## config.mk

```make
export PLATFORM = sky130hd
export DESIGN_NAME = accent_prefix_text_to_latin1_flat
export DESIGN_NICKNAME = d
export VERILOG_FILES = /design/src/sv/apl1_pkg.sv /design/src/sv/apl1_if.sv /design/src/sv/apl1_dec.sv /design/src/sv/apl1_oq.sv /design/src/sv/accent_prefix_text_to_latin1.sv /design/src/flat_wrapper.sv
export SDC_FILE = /design/constraint.sdc
export NUM_CORES = 1
export LEC_CHECK = 0
export ABC_AREA = 1
export BUFFER_PORTS_ARGS = -buffer_cell sky130_fd_sc_hd__buf_2
export CAP_MARGIN = 15
export CELL_PAD_IN_SITES_DETAIL_PLACEMENT = 0
export CELL_PAD_IN_SITES_GLOBAL_PLACEMENT = 2
export CORE_ASPECT_RATIO = 0.9
export CORE_MARGIN = 2
export CORE_UTILIZATION = 30
export CTS_CLUSTER_SIZE = 10
export DETAILED_ROUTE_END_ITERATION = 12
export MAX_ROUTING_LAYER = met4
export PLACE_DENSITY_LB_ADDON = 0.1
export SLEW_MARGIN = 20
export SYNTH_ARGS = -nofsm -noshare
export SYNTH_HDL_FRONTEND = slang
export SYNTH_HIERARCHICAL = 1
export SYNTH_SLANG_ARGS = --single-unit
```

## constraint.sdc

```tcl
create_clock -name clk -period 3.4 [get_ports clk]
set_clock_uncertainty 0.15 [all_clocks]
set_input_delay 0.34 -clock clk [delete_from_list [all_inputs] [get_ports clk]]
set_output_delay 0.34 -clock clk [all_outputs]
set_load 0.02 [all_outputs]
```

## src/sv/apl1_pkg.sv

```systemverilog
// Shared types, decode mode codes and character tables for the Latin-1 text converter.
package apl1_pkg;

  localparam logic [3:0] MODE_NORMAL = 4'd0;
  localparam logic [3:0] MODE_ACCENT = 4'd1;
  localparam logic [3:0] MODE_GRAVE  = 4'd2;
  localparam logic [3:0] MODE_ACUTE  = 4'd3;
  localparam logic [3:0] MODE_CIRC   = 4'd4;
  localparam logic [3:0] MODE_DIAER  = 4'd5;
  localparam logic [3:0] MODE_CEDIL  = 4'd6;
  localparam logic [3:0] MODE_ESC    = 4'd7;
  localparam logic [3:0] MODE_CUR1   = 4'd8;
  localparam logic [3:0] MODE_CUR2   = 4'd9;

  localparam logic [7:0] CH_NUL      = 8'h00;
  localparam logic [7:0] PFX_ACCENT  = 8'h16;
  localparam logic [7:0] PFX_ESC     = 8'h1B;
  localparam logic [7:0] PFX_CURSOR  = 8'h1F;
  localparam logic [7:0] CH_SPACE    = 8'h20;
  localparam logic [7:0] CH_HASH     = 8'h23;
  localparam logic [7:0] CH_QMARK    = 8'h3F;

  localparam logic [7:0] VOWEL_CODES [10] = '{
    8'h61, 8'h65, 8'h69, 8'h6F, 8'h75, 8'h41, 8'h45, 8'h49, 8'h4F, 8'h55
  };

  localparam logic [7:0] VOWEL_MARKS [4][10] = '{
    '{8'hE0, 8'hE8, 8'hEC, 8'hF2, 8'hF9, 8'hC0, 8'hC8, 8'hCC, 8'hD2, 8'hD9},
    '{8'hE1, 8'hE9, 8'hED, 8'hF3, 8'hFA, 8'hC1, 8'hC9, 8'hCD, 8'hD3, 8'hDA},
    '{8'hE2, 8'hEA, 8'hEE, 8'hF4, 8'hFB, 8'hC2, 8'hCA, 8'hCE, 8'hD4, 8'hDB},
    '{8'hE4, 8'hEB, 8'hEF, 8'hF6, 8'hFC, 8'hC4, 8'hCB, 8'hCF, 8'hD6, 8'hDC}
  };

  typedef struct packed {
    logic [7:0] out_byte;
    logic       end_of_text;
    logic       last;
  } word_t;

  typedef struct packed {
    logic [1:0] cnt;
    word_t      w0;
    word_t      w1;
    logic [3:0] mode_next;
  } dec_t;

endpackage

```

## src/sv/apl1_if.sv

```systemverilog
// Valid/ready channel interfaces for source text bytes and converted bytes.
interface apl1_in_if;
  logic       valid;
  logic       ready;
  logic [7:0] in_byte;

  modport source (output valid, output in_byte, input ready);
  modport sink (input valid, input in_byte, output ready);
  modport monitor (input valid, input in_byte, input ready);
endinterface

interface apl1_out_if;
  logic       valid;
  logic       ready;
  logic [7:0] out_byte;
  logic       end_of_text;
  logic       last;

  modport source (output valid, output out_byte, output end_of_text, output last,
                  input ready);
  modport sink (input valid, input out_byte, input end_of_text, input last,
                output ready);
  modport monitor (input valid, input out_byte, input end_of_text, input last,
                   input ready);
endinterface

```

## src/sv/apl1_dec.sv

```systemverilog
// Combinational decode of one source byte against the current decode mode.
module apl1_dec (
  input  logic [3:0]    mode,
  input  logic [7:0]    c,
  output apl1_pkg::dec_t dec
);

  function automatic logic [7:0] plain_byte(input logic [7:0] b);
    logic [7:0] r;
    if (b == 8'h60) r = 8'hAD;
    else if (b == 8'h7E) r = 8'hAF;
    else if (b == 8'h7F) r = apl1_pkg::CH_SPACE;
    else if (b >= 8'h20 && b < 8'h80) r = b;
    else r = apl1_pkg::CH_QMARK;
    return r;
  endfunction

  function automatic logic [7:0] marked_letter(input logic [3:0] kind, input logic [7:0] b);
    logic [7:0] r;
    logic [3:0] diff;
    logic [1:0] row;
    diff = kind - apl1_pkg::MODE_GRAVE;
    row  = diff[1:0];
    r    = plain_byte(b);
    if (kind == apl1_pkg::MODE_CEDIL) begin
      if (b == 8'h63) r = 8'hE7;
      else if (b == 8'h43) r = 8'hC7;
    end else begin
      for (int k = 0; k < 10; k++) begin
        if (apl1_pkg::VOWEL_CODES[k] == b) r = apl1_pkg::VOWEL_MARKS[row][k];
      end
    end
    return r;
  endfunction

  always_comb begin
    dec           = '0;
    dec.mode_next = apl1_pkg::MODE_NORMAL;
    if (c == apl1_pkg::CH_NUL) begin
      dec.cnt            = 2'd1;
      dec.w0.end_of_text = 1'b1;
    end else begin
      unique case (mode)
        apl1_pkg::MODE_ACCENT: begin
          unique case (c)
            8'h41: dec.mode_next = apl1_pkg::MODE_GRAVE;
            8'h42: dec.mode_next = apl1_pkg::MODE_ACUTE;
            8'h43: dec.mode_next = apl1_pkg::MODE_CIRC;
            8'h48: dec.mode_next = apl1_pkg::MODE_DIAER;
            8'h4B: dec.mode_next = apl1_pkg::MODE_CEDIL;
            8'h23: begin dec.cnt = 2'd1; dec.w0.out_byte = 8'hA3; end
            8'h24: begin dec.cnt = 2'd1; dec.w0.out_byte = 8'h24; end
            8'h26: begin dec.cnt = 2'd1; dec.w0.out_byte = 8'h23; end
            8'h2C: begin
              dec.cnt = 2'd2; dec.w0.out_byte = 8'h3C; dec.w1.out_byte = 8'h2D;
            end
            8'h2D: begin dec.cnt = 2'd1; dec.w0.out_byte = 8'h5E; end
            8'h2E: begin
              dec.cnt = 2'd2; dec.w0.out_byte = 8'h2D; dec.w1.out_byte = 8'h3E;
            end
            8'h2F: begin dec.cnt = 2'd1; dec.w0.out_byte = 8'h56; end
            8'h30: begin dec.cnt = 2'd1; dec.w0.out_byte = 8'hB0; end
            8'h31: begin dec.cnt = 2'd1; dec.w0.out_byte = 8'hB1; end
            8'h38: begin dec.cnt = 2'd1; dec.w0.out_byte = 8'hF7; end
            8'h3C: begin dec.cnt = 2'd1; dec.w0.out_byte = 8'hBC; end
            8'h3D: begin dec.cnt = 2'd1; dec.w0.out_byte = 8'hBD; end
            8'h3E: begin dec.cnt = 2'd1; dec.w0.out_byte = 8'hBE; end
            8'h6A: begin
              dec.cnt = 2'd2; dec.w0.out_byte = 8'h4F; dec.w1.out_byte = 8'h45;
            end
            8'h7A: begin
              dec.cnt = 2'd2; dec.w0.out_byte = 8'h6F; dec.w1.out_byte = 8'h65;
            end
            8'h7B: begin dec.cnt = 2'd1; dec.w0.out_byte = 8'hDF; end
            8'h27: begin dec.cnt = 2'd1; dec.w0.out_byte = 8'hA7; end
            default: ;  // drop unknown accent codes
          endcase
        end
        apl1_pkg::MODE_GRAVE, apl1_pkg::MODE_ACUTE, apl1_pkg::MODE_CIRC,
        apl1_pkg::MODE_DIAER, apl1_pkg::MODE_CEDIL: begin
          dec.cnt         = 2'd1;
          dec.w0.out_byte = marked_letter(mode, c);
        end
        apl1_pkg::MODE_ESC: begin
          if (c == apl1_pkg::CH_SPACE || c == apl1_pkg::CH_HASH) begin
            dec.mode_next = apl1_pkg::MODE_ESC;
          end
        end
        apl1_pkg::MODE_CUR1: dec.mode_next = apl1_pkg::MODE_CUR2;
        apl1_pkg::MODE_CUR2: dec.mode_next = apl1_pkg::MODE_NORMAL;
        default: begin
          if (c == apl1_pkg::PFX_ACCENT) begin
            dec.mode_next = apl1_pkg::MODE_ACCENT;
          end else if (c == apl1_pkg::PFX_ESC) begin
            dec.mode_next = apl1_pkg::MODE_ESC;
          end else if (c == apl1_pkg::PFX_CURSOR) begin
            dec.mode_next = apl1_pkg::MODE_CUR1;
          end else begin
            dec.cnt         = 2'd1;
            dec.w0.out_byte = plain_byte(c);
          end
        end
      endcase
    end
    // mark the final word of this byte
    dec.w0.last = (dec.cnt == 2'd1);
    dec.w1.last = 1'b1;
  end

endmodule

```

## src/sv/apl1_oq.sv

```systemverilog
// Three-entry shift queue of result words that drives the output channel.
module apl1_oq (
  input  logic            clk,
  input  logic            rst,
  input  logic [1:0]      push_cnt,
  input  apl1_pkg::word_t w0,
  input  apl1_pkg::word_t w1,
  output logic            room,
  apl1_out_if.source      dst
);

  localparam int Depth = 3;

  logic [1:0]      cnt;
  logic [1:0]      cnt_next;
  logic [1:0]      base;
  logic            pop;
  apl1_pkg::word_t ent      [Depth];
  apl1_pkg::word_t ent_next [Depth];

  always_comb begin
    pop      = (cnt != 2'd0) && dst.ready;
    base     = cnt - {1'b0, pop};
    ent_next = ent;
    // advance the queue toward the head on a pop
    if (pop) begin
      for (int i = 0; i < Depth - 1; i++) ent_next[i] = ent[i + 1];
    end
    for (int i = 0; i < Depth; i++) begin
      if (push_cnt != 2'd0 && 2'(i) == base) ent_next[i] = w0;
      if (push_cnt == 2'd2 && 2'(i) == base + 2'd1) ent_next[i] = w1;
    end
    cnt_next = base + push_cnt;
  end

  always_ff @(posedge clk) begin
    if (rst) begin
      cnt <= 2'd0;
    end else begin
      cnt <= cnt_next;
    end
  end

  always_ff @(posedge clk) begin
    ent <= ent_next;
  end

  // room for a two-word byte even without a pop this cycle
  assign room            = (cnt <= 2'd1);
  assign dst.valid       = (cnt != 2'd0);
  assign dst.out_byte    = ent[0].out_byte;
  assign dst.end_of_text = ent[0].end_of_text;
  assign dst.last        = ent[0].last;

endmodule

```

## src/sv/accent_prefix_text_to_latin1.sv

```systemverilog
// Result words pass through the registered result queue before they appear on dst.
// Throughput: one source byte per cycle; a byte that yields two words puts both on dst
//   in turn, and src.ready drops while the result queue holds more than one word.
// Reset (rst, synchronous, active high): decode mode returns to normal text and
//   the result queue empties; no words are pending after reset.
module accent_prefix_text_to_latin1 (
  input logic        clk,
  input logic        rst,
  apl1_in_if.sink    src,
  apl1_out_if.source dst
);

  logic [3:0]      mode;
  logic            accept;
  logic            room;
  logic [1:0]      push_cnt;
  apl1_pkg::dec_t  dec;

  // Prefix sequence tracking: 0x16 accent, 0x1B escape, 0x1F cursor.
  // The mode only moves when a source word is actually taken.
  assign accept = src.valid && src.ready;

  always_ff @(posedge clk) begin
    if (rst) begin
      mode <= apl1_pkg::MODE_NORMAL;
    end else if (accept) begin
      mode <= dec.mode_next;
    end
  end

  // Decode the incoming byte straight off the channel; all the mapping
  // (plain remap, accent letters, symbol codes, end of text) is one short
  // combinational pass.
  apl1_dec u_dec (
    .mode (mode),
    .c    (src.in_byte),
    .dec  (dec)
  );

  // Push zero, one or two words into the result queue; the queue register
  // parts the two channels so src keeps flowing while dst stalls briefly.
  assign push_cnt  = accept ? dec.cnt : 2'd0;
  assign src.ready = room;

  apl1_oq u_oq (
    .clk      (clk),
    .rst      (rst),
    .push_cnt (push_cnt),
    .w0       (dec.w0),
    .w1       (dec.w1),
    .room     (room),
    .dst      (dst)
  );

endmodule

```

## src/flat_wrapper.sv

```systemverilog
// flat-port wrapper written by rule: the top's interface ports become plain ports
module accent_prefix_text_to_latin1_flat 
  (clk, rst, src_valid, src_in_byte, src_ready, dst_valid, dst_out_byte, dst_end_of_text, dst_last, dst_ready);
  apl1_in_if src_i ();
  apl1_out_if dst_i ();
  input logic clk;
  input logic rst;
  input wire logic [$bits(src_i.valid)-1:0] src_valid;
  input wire logic [$bits(src_i.in_byte)-1:0] src_in_byte;
  output wire logic [$bits(src_i.ready)-1:0] src_ready;
  output wire logic [$bits(dst_i.valid)-1:0] dst_valid;
  output wire logic [$bits(dst_i.out_byte)-1:0] dst_out_byte;
  output wire logic [$bits(dst_i.end_of_text)-1:0] dst_end_of_text;
  output wire logic [$bits(dst_i.last)-1:0] dst_last;
  input wire logic [$bits(dst_i.ready)-1:0] dst_ready;
  assign src_i.valid = src_valid;
  assign src_i.in_byte = src_in_byte;
  assign src_ready = src_i.ready;
  assign dst_valid = dst_i.valid;
  assign dst_out_byte = dst_i.out_byte;
  assign dst_end_of_text = dst_i.end_of_text;
  assign dst_last = dst_i.last;
  assign dst_i.ready = dst_ready;
  accent_prefix_text_to_latin1 u_core (.clk(clk), .rst(rst), .src(src_i), .dst(dst_i));
endmodule
```

Word-level counts from Yosys, hierarchy flattened
Index checks and enable logic that the tools add are counted.

Multiplexer cells: 46. Reduce and logical (&&, ||, !) cells: 23. Order comparisons: 4. Add/subtract/negate cells: 4. Equal/unequal tests: 55. Bitwise operators: 1.

Operator list (count): $pmux W10 S17 (1); $bmux W80 S2 (1); $mux W80 (2); $mux W8 (18); $eq A8 B6 Y1 const B (15); $eq A8 B7 Y1 const B (12); $eq A7 B8 Y1 const A (10); $mux W10 (6); $pmux W10 S3 (1); $pmux W7 S4 (1); $mux W9 (3); $eq A8 B5 Y1 const B (3); $mux W20 (1); $eq A4 B3 Y1 const B (4); $mux W4 (4); $pmux W4 S4 (1); $pmux W3 S5 (1); $mux W7 (2); $reduce_bool A2 Y1 (5); $logic_and A1 B1 Y1 (9); $eq A4 B2 Y1 const B (2); $eq A4 B4 Y1 const B (2); $ge A8 B6 Y1 const B (1); $logic_not A8 Y1 (1); other kinds (22) (27).

Register bits after elaboration: 36. Logic and storage cells: 144. Bits of input ports: 12. Output and inout bits: 12.

Depth between registers and ports, before layout
Gate-level depths: netlist of the first run.

Word-level depth: 24. Mapped depth: 20. Mapped depth without buffers: 20.

By module
The synthesis of the first run kept the hierarchy.

Modules (own cells, without submodules): apl1_oq (area each 2006.9 sq um, cells each 224, sequential area each 940.9 sq um, instances 1); apl1_dec (area each 1501.4 sq um, cells each 313, sequential area each 0.0 sq um, instances 1); accent_prefix_text_to_latin1 (area each 180.2 sq um, cells each 30, sequential area each 80.1 sq um, instances 1).

Worst setup path after synthesis of the first run
Ideal clock, no wire load.

Kind: reg-to-reg. Start point: reg u_core.mode[1]. End point: reg u_core.u_oq.ent (netlist bit u_core/u_oq/dst.end_of_text) (enable). Path buffers: 1. Required time: 2.901 ns. Period minus slack after synthesis: 3.191 ns. Setup time: 0.349 ns. Stages on the path, launching flop included: 19. Arrival: 2.692 ns. Slack: 0.209 ns. Cells stage by stage: dfxtp_1 > inv_1 > ha_1 > nor2_1 > nand2_1 > a21oi_2 > nand2_1 > inv_1 > nand2_1 > nor2_4 > nor3_1 > nand2_1 > inv_1 > nor2_1 > nor2_2 > nor2_4 > nand2_1 > buf_6 > nand3_1.

RTL lines: start, declared (RTL line accent_prefix_text_to_latin1.sv:13) `logic [3:0] mode;`; start signal, assigned (RTL line accent_prefix_text_to_latin1.sv:25) `mode <= apl1_pkg::MODE_NORMAL;`; start signal, assigned (RTL line accent_prefix_text_to_latin1.sv:27) `mode <= dec.mode_next;`; end signal, assigned (RTL line apl1_oq.sv:45) `ent <= ent_next;`; end, declared (RTL line apl1_oq.sv:18) `apl1_pkg::word_t ent [Depth];`.

==> results of run 1 <==
==> area by class of cell <==
| class | instances | area (um2) | share of cell area |
|---|---|---|---|
| Multi-Input combinational cell | 413 | 2140 | 0.512 |
| Sequential cell | 36 | 1020 | 0.244 |
| Timing Repair Buffer | 50 | 347 | 0.0827 |
| Inverter | 91 | 342 | 0.0815 |
| Tap cell | 160 | 200 | 0.0478 |
| Clock buffer | 7 | 133 | 0.0316 |
| Clock inverter | 1 | 3.75 | 0.000896 |
==> per-layer routing <==
layer | vias up | routed length (um)
met5 | - | 0
met4 | 0 | 116
met3 | 13 | 834
met2 | 119 | 4940
met1 | 1713 | 6470
li1 | 1911 | -
==> cell usage after synthesis, types with 8 or more instances <==
library cell  count  area, um2
buf_4            14        105
nand2_1         127        477
nor2_1           60        225
inv_2            10       37.5
edfxtp_1         30        901
buf_2             8       40.0
nand3_2           9       90.1
nand3_1          69        345
a21oi_1          31        155
nand4_1          14       87.6
inv_1            80        300
nand2_2           9       56.3
o21ai_0          17       85.1
a21oi_2          12        105
nor2_2           13       81.3
==> metrics by stage <==
step	total power [mW]	hold slack [ns]	cells	util
2_1_floorplan	2.14	0.342	568	-
3_3_place_gp	2.64	0.366	750	0.335
3_5_place_dp	2.64	0.373	750	0.335
4_1_cts	3.10	0.155	758	0.346
5_1_grt	3.36	0.192	758	0.348
6_report	3.10	0.160	758	0.348
==> kinds of logic after synthesis <==
kind of cell             count (synthesis)  synth area share
AND/OR/NAND/NOR                        325             0.421
other                                    2           0.00204
buffers and inverters                  119             0.148
adder cells (fa/ha/maj)                  5            0.0170
flip-flops                              36             0.277
AO/OA/AOI/OAI                           80             0.135
==> worst max-delay path, delay by kind of cell <==
kind                   cells  cell delay, ns
buffers and inverters      7            1.04
and+or+nand+nor            9            1.39
AOI/OAI and AO/OA          1            0.23
==> worst max-delay path by stage <==
stage	startpoint	to	slack [ns]	cells after the start
after floorplan	u_core/mode[1]	u_core/u_oq/dst.end_of_text	0.21	18
after global placement	src_in_byte[6]	u_core/u_oq/dst.out_byte[2]	-0.16	17
after detailed placement	src_in_byte[6]	u_core/u_oq/ent[9]	-0.11	16
after CTS	u_core/mode[0]	u_core/u_oq/ent[6]	0.14	18
after global routing	u_core/mode[0]	u_core/u_oq/dst.out_byte[7]	0.006	19
final	src_in_byte[6]	u_core/u_oq/dst.out_byte[2]	0.27	17
==> placed cells by master (no fill, tap or decap), types with 3 or more instances in the layout <==
cell type / count
nand2_1: 127
inv_1: 79
nand3_1: 68
nor2_1: 58
a21oi_1: 31
edfxtp_1: 30
buf_4: 24
buf_2: 23
o21ai_0: 17
nor2_2: 15
nand4_1: 14
a21oi_2: 12
inv_2: 11
nand3_2: 10
nand2_2: 9
nor2_4: 6
clkbuf_16: 5
dfxtp_1: 5
o31ai_1: 5
nor3_2: 5
ha_1: 5
nor3_1: 4
o211ai_1: 3
a31oi_1: 3
conb_1: 3
==> sequential cells by signal, indices dropped and copies added, names as in the netlist <==
name / flops
u_core/u_oq/dst.last: 1
u_core/u_oq/dst.end_of_text: 1
u_core/u_oq/dst.out_byte: 8
u_core/u_oq/cnt: 2
u_core/u_oq/ent: 20
u_core/mode: 4
==> power groups by stage <==
| stage | Combinational (mW) | Clock (mW) | Sequential [mW] |
|---|---|---|---|
| 2_1_floorplan | 1.30 | 0 | 0.837 |
| 3_3_place_gp | 1.81 | 0 | 0.828 |
| 3_5_place_dp | 1.81 | 0 | 0.828 |
| 4_1_cts | 1.81 | 0.460 | 0.821 |
| 5_1_grt | 2.04 | 0.479 | 0.838 |
| 6_report | 1.84 | 0.439 | 0.820 |
==> results.sh, run 1 <==
export IMPL_clockBufferDepth=2
export IMPL_cts_hold_buf=0
export IMPL_drc=0
export IMPL_ioPinCount=24
export IMPL_die_h_um=109
export IMPL_p_seq_frac=0.265
export IMPL_drtPass1Iterations=5
export IMPL_via_per_inst=4.96
export IMPL_tightest_slew_ns=0.654
export IMPL_antenna_left=0
export IMPL_antennaDiodeCount=0
export IMPL_critPathSlowestCell="nand3_1"
export IMPL_synthArstFlopShare=0
export IMPL_combinationalPowerShare=0.593
export IMPL_synth_edf_count=30
export IMPL_top_usage_layer="met1"
export IMPL_post_route_period_util=0.920
export IMPL_final_cell_area_um2=4190
export IMPL_regToRegEndpoint="u_core/u_oq/ent[19]"
export IMPL_routed_via_count=3756
export IMPL_numPortBuffers=23
export IMPL_cts_sinks=36
export IMPL_core_um2=12000
export IMPL_worstPathCellList="buf_2 > nor2_1 > nand3_1 > inv_1 > nand3_1 > nand2_1 > inv_1 > a21oi_1 > inv_1 > nor2_2 > inv_2 > nor3_2 > buf_6 > nand2_1 > buf_4 > nand3_2 > nand3_1"
export IMPL_area_delta_synth_final_pct=13.6
export IMPL_cts_reportedPaths_clkPinSlew_ns=0.05
export IMPL_swShare=0.483
export IMPL_grt_use_total=0.199
export IMPL_syn_area_um2=3690
export IMPL_start_util=0.307
export IMPL_p_clk_frac=0.142
export IMPL_clkLatencyLatePin_ns=0.28
export IMPL_r2r_slack_ns=0.35
export IMPL_htreeDepth=2
export IMPL_ys_seq_elements=36
export IMPL_cts_root_buffer="clkbuf_16"
export IMPL_required_ns=3.27
export IMPL_place_congestion=0.886
export IMPL_relSlewSlack=0.562
export IMPL_hold_viol_final=0
export IMPL_drt_iter0_drc=302
export IMPL_p_sw_mw=1.49
export IMPL_dp_hpwl_um=9850
export IMPL_min_period_ns=3.13
export IMPL_path_max_fanout=12
export IMPL_crit_type="input pin to flip-flop"
export IMPL_yosysWarnings=6
export IMPL_met1_usage=0.305
export IMPL_cts_tree="done"
export IMPL_holdPathStages=4
export IMPL_layout_drive_gt1_share=0.212
export IMPL_worstRegToRegCells=18
export IMPL_seq_area_frac_synth=0.277
export IMPL_placed_area_um2=4030
export IMPL_rsz0062_at_grt="false"
export IMPL_fin_ws_ns=0.271
export IMPL_min_to="u_core/u_oq/cnt[1]"
export IMPL_cts_setup_buffers=0
export IMPL_row_count=38
export IMPL_p_leak_nw=1.99
export IMPL_syn_area_per_cell_um2=6.51
export IMPL_synthCells=567
export IMPL_fmax_mhz=320
export IMPL_run_status="complete, no violations"
export IMPL_start_kind="input pin"
export IMPL_cp_arrival_ns=3.00
export IMPL_pwr_density_cell_nw_per_um2=739
export IMPL_grt_max_degree=35
export IMPL_numCtsBuffers=5
export IMPL_fin_nets=614
export IMPL_wire_per_inst_um=16.3
export IMPL_fillers=1349
export IMPL_intPower_mw=1.60
export IMPL_use_met2=0.273
export IMPL_synthFlopType="edfxtp_1"
export IMPL_critPathCaptureType="flip-flop"
export IMPL_r2r_start="u_core/mode[0]"
export IMPL_min_delay_start="rst"
export IMPL_gr_total_overflow=0
export IMPL_setup_viol=0
export IMPL_finalSetupTns_ns=0
export IMPL_ctsResizeCount=0
export IMPL_synth_cell_types=42
export IMPL_slew_violations=0
export IMPL_grt_pass1_vias=3492
export IMPL_grt_pass1_wl_um=19700
export IMPL_die_area_um2=13200
export IMPL_ir_drop_uv=443
export IMPL_finalWirelength_um=12400
export IMPL_antenna_found_initial=0
export IMPL_preCtsSetupSlack_ns=-0.111
export IMPL_hold_class="input pin to flip-flop"
export IMPL_maxCapViolCount=0
export IMPL_use_met3=0.0340
export IMPL_critical_path_max_stage_delay_ns=0.24
export IMPL_dieWidth_um=121
No activity file was read; power rests on OpenSTA's default activity.
==> run 2: changes to the inputs <==
clock period = 2.55 ns   (was 3.4 ns; I/O delays follow)
==> results.sh, run 2 (synthesized netlist as in run 1, its figures left out) <==
export IMPL_run_status="finished, violations left"
export IMPL_holdPathStages=4
export IMPL_finalSetupTns_ns=-3.14
export IMPL_post_route_period_util=1.03
export IMPL_finalWirelength_um=13500
export IMPL_antenna_found_initial=0
export IMPL_maxCapViolCount=0
export IMPL_largest_reg_flops=20
export IMPL_htreeDepth=2
export IMPL_tightest_slew_ns=0.715
export IMPL_critPathSlowestCell="dfxtp_4"
export IMPL_rsz0062_at_grt="true"
export IMPL_fmax_mhz=379
export IMPL_cp_arrival_ns=2.53
export IMPL_worstRegToRegCells=19
export IMPL_pwr_density_cell_nw_per_um2=917
export IMPL_crit_buf_inv=6
export IMPL_numPortBuffers=23
export IMPL_critPathCaptureType="flip-flop"
export IMPL_place_congestion=0.877
export IMPL_intPower_mw=2.81
export IMPL_cp_depth=19
export IMPL_crit_type="flip-flop to flip-flop"
export IMPL_via_per_inst=4.86
export IMPL_worstPathCellList="inv_4 > ha_4 > nor2_4 > nand2_1 > a21oi_2 > nand2_2 > inv_2 > nand2_2 > nor2_4 > nor3_4 > nand2_2 > inv_2 > nor2_4 > nor3_2 > buf_4 > nand2_8 > buf_12 > buf_6 > a21oi_2"
export IMPL_antenna_left=0
export IMPL_hold_class="input pin to flip-flop"
export IMPL_min_period_ns=2.64
export IMPL_fin_nets=744
export IMPL_ir_drop_uv=394
export IMPL_die_area_um2=13200
export IMPL_final_cells=888
export IMPL_combinationalPowerShare=0.647
export IMPL_crit_family="simple AND/OR/NAND/NOR gates"
export IMPL_drtPass1Iterations=5
export IMPL_grt_max_degree=19
export IMPL_dp_hpwl_um=10800
export IMPL_dieWidth_um=121
export IMPL_violations="setup timing"
export IMPL_drc=0
export IMPL_numCtsBuffers=5
export IMPL_cts_hold_buf=0
export IMPL_cts_sinks=36
export IMPL_start_kind="flip-flop"
export IMPL_area_delta_synth_final_pct=52.2
export IMPL_clkLatencyLatePin_ns=0.29
export IMPL_routed_via_count=4320
export IMPL_path_max_fanout=6
export IMPL_hold_viol_final=0
export IMPL_p_seq_frac=0.217
export IMPL_dpl_cell_count=863
export IMPL_p_clk_frac=0.135
export IMPL_grt_pass1_wl_um=21400
export IMPL_regMostFlops="u_core/u_oq/ent"
export IMPL_ioPinCount=24
export IMPL_required_ns=2.44
export IMPL_layout_drive_gt1_share=0.409
export IMPL_final_common_cell="buf_4"
export IMPL_start_util=0.307
export IMPL_clockBufferDepth=2
export IMPL_antennaDiodeCount=0
export IMPL_final_cell_area_um2=5620
export IMPL_placed_area_um2=4940
export IMPL_critical_path_max_stage_delay_ns=0.39
export IMPL_swShare=0.455
export IMPL_grt_use_total=0.215
export IMPL_p_total_mw=5.15
export IMPL_cts_reportedPaths_clkPinSlew_ns=0.05
export IMPL_die_h_um=109
export IMPL_p_leak_nw=2.73
export IMPL_gr_total_overflow=0
export IMPL_row_count=38
export IMPL_grt_pass1_vias=4021
export IMPL_slew_violations=0
export IMPL_setup_viol=60
export IMPL_drt_iter0_drc=376
export IMPL_p_sw_mw=2.34
export IMPL_cts_root_buffer="clkbuf_16"
export IMPL_cts_tree="done"
export IMPL_relSlewSlack=0.522
export IMPL_core_um2=12000
export IMPL_fin_ws_ns=-0.0872
export IMPL_final_cell_mix="buf_4 (139), nand2_1 (119), inv_1 (72), nand3_1 (57), nor2_1 (53)"
export IMPL_wire_per_inst_um=15.2
## run 2: cell types whose count changed in the layout (fill, tap and decap cells not counted), sizes merged
cell,before,now
buf,50,177
bufinv,0,1
clkbuf,7,5
nand3,78,79
clkinvlp,0,1
nand2,137,139
## run 2: cell type report
class,count,area (um2)
flip-flops and latches,36,1030
repair buffers,177,1390
well taps,160,200
inverters,91,354
clock buffers,5,125
multi-input cells,416,2480
clock inverters,3,42.5
fillers,1219,6410
## run 2: path summary, 6_finish.rpt
| path | slack [ns] | end | startpoint |
|---|---|---|---|
| setup / recovery | -0.09 | u_core/u_oq/ent[9] | u_core/mode[0] |
| hold / removal | 0.08 | u_core/u_oq/cnt[1] | rst |
| setup reg to reg | -0.09 | u_core/u_oq/ent[9] | u_core/mode[0] |
| hold reg to reg | 0.39 | u_core/mode[3] | u_core/mode[3] |
## run 2: through the flow
stage | hold slack [ns] | util | worst slack, ns
floorplan | 0.257 | - | -0.0948
global placement | 0.369 | 0.411 | -0.296
detailed placement | 0.376 | 0.411 | -0.321
CTS | 0.0751 | 0.450 | -0.106
global route | 0.111 | 0.467 | -0.242
finish | 0.0779 | 0.467 | -0.0872
## run 2: per-layer routing
metal | global-route usage | wire (um) | part of all wire | vias up
met5 | - | 0 | 0 | -
met4 | 0.0374 | 151 | 0.011 | 0
met3 | 0.0251 | 772 | 0.057 | 13
met2 | 0.292 | 5390 | 0.40 | 135
met1 | 0.337 | 7140 | 0.53 | 1993
li1 | - | - | - | 2179
## run 2: power by group through the flow
stage | registers, mW | logic, mW | clock network [mW]
detailed placement | 1.12 | 2.76 | 0
floorplan | 1.12 | 1.88 | 0
global placement | 1.11 | 2.75 | 0
global route | 1.14 | 3.64 | 0.732
CTS | 1.12 | 3.01 | 0.708
finish | 1.12 | 3.33 | 0.696
## run 2: repair_timing
| action | in CTS | in global routing |
|---|---|---|
| setup endpoints to repair | 60 | 61 |
| cloned | 4 | 2 |
| gates resized for setup | 42 | 30 |
| endpoints found under the hold margin | 0 | 0 |
| pin swaps | 20 | 21 |
| setup buffers | 10 | 3 |
## run 2: worst register-to-register path, stage by stage, from the launching register on
cell     delay, ns
dfxtp_4       0.39
inv_4         0.06
ha_4          0.16
nor2_4        0.10
nand2_1       0.06
a21oi_2       0.16
nand2_2       0.08
inv_2         0.07
nand2_2       0.06
nor2_4        0.15
nor3_4        0.05
nand2_2       0.08
inv_2         0.04
nor2_4        0.15
nor3_2        0.06
buf_4         0.16
nand2_8       0.11
buf_12        0.16
buf_6         0.10
a21oi_2       0.04
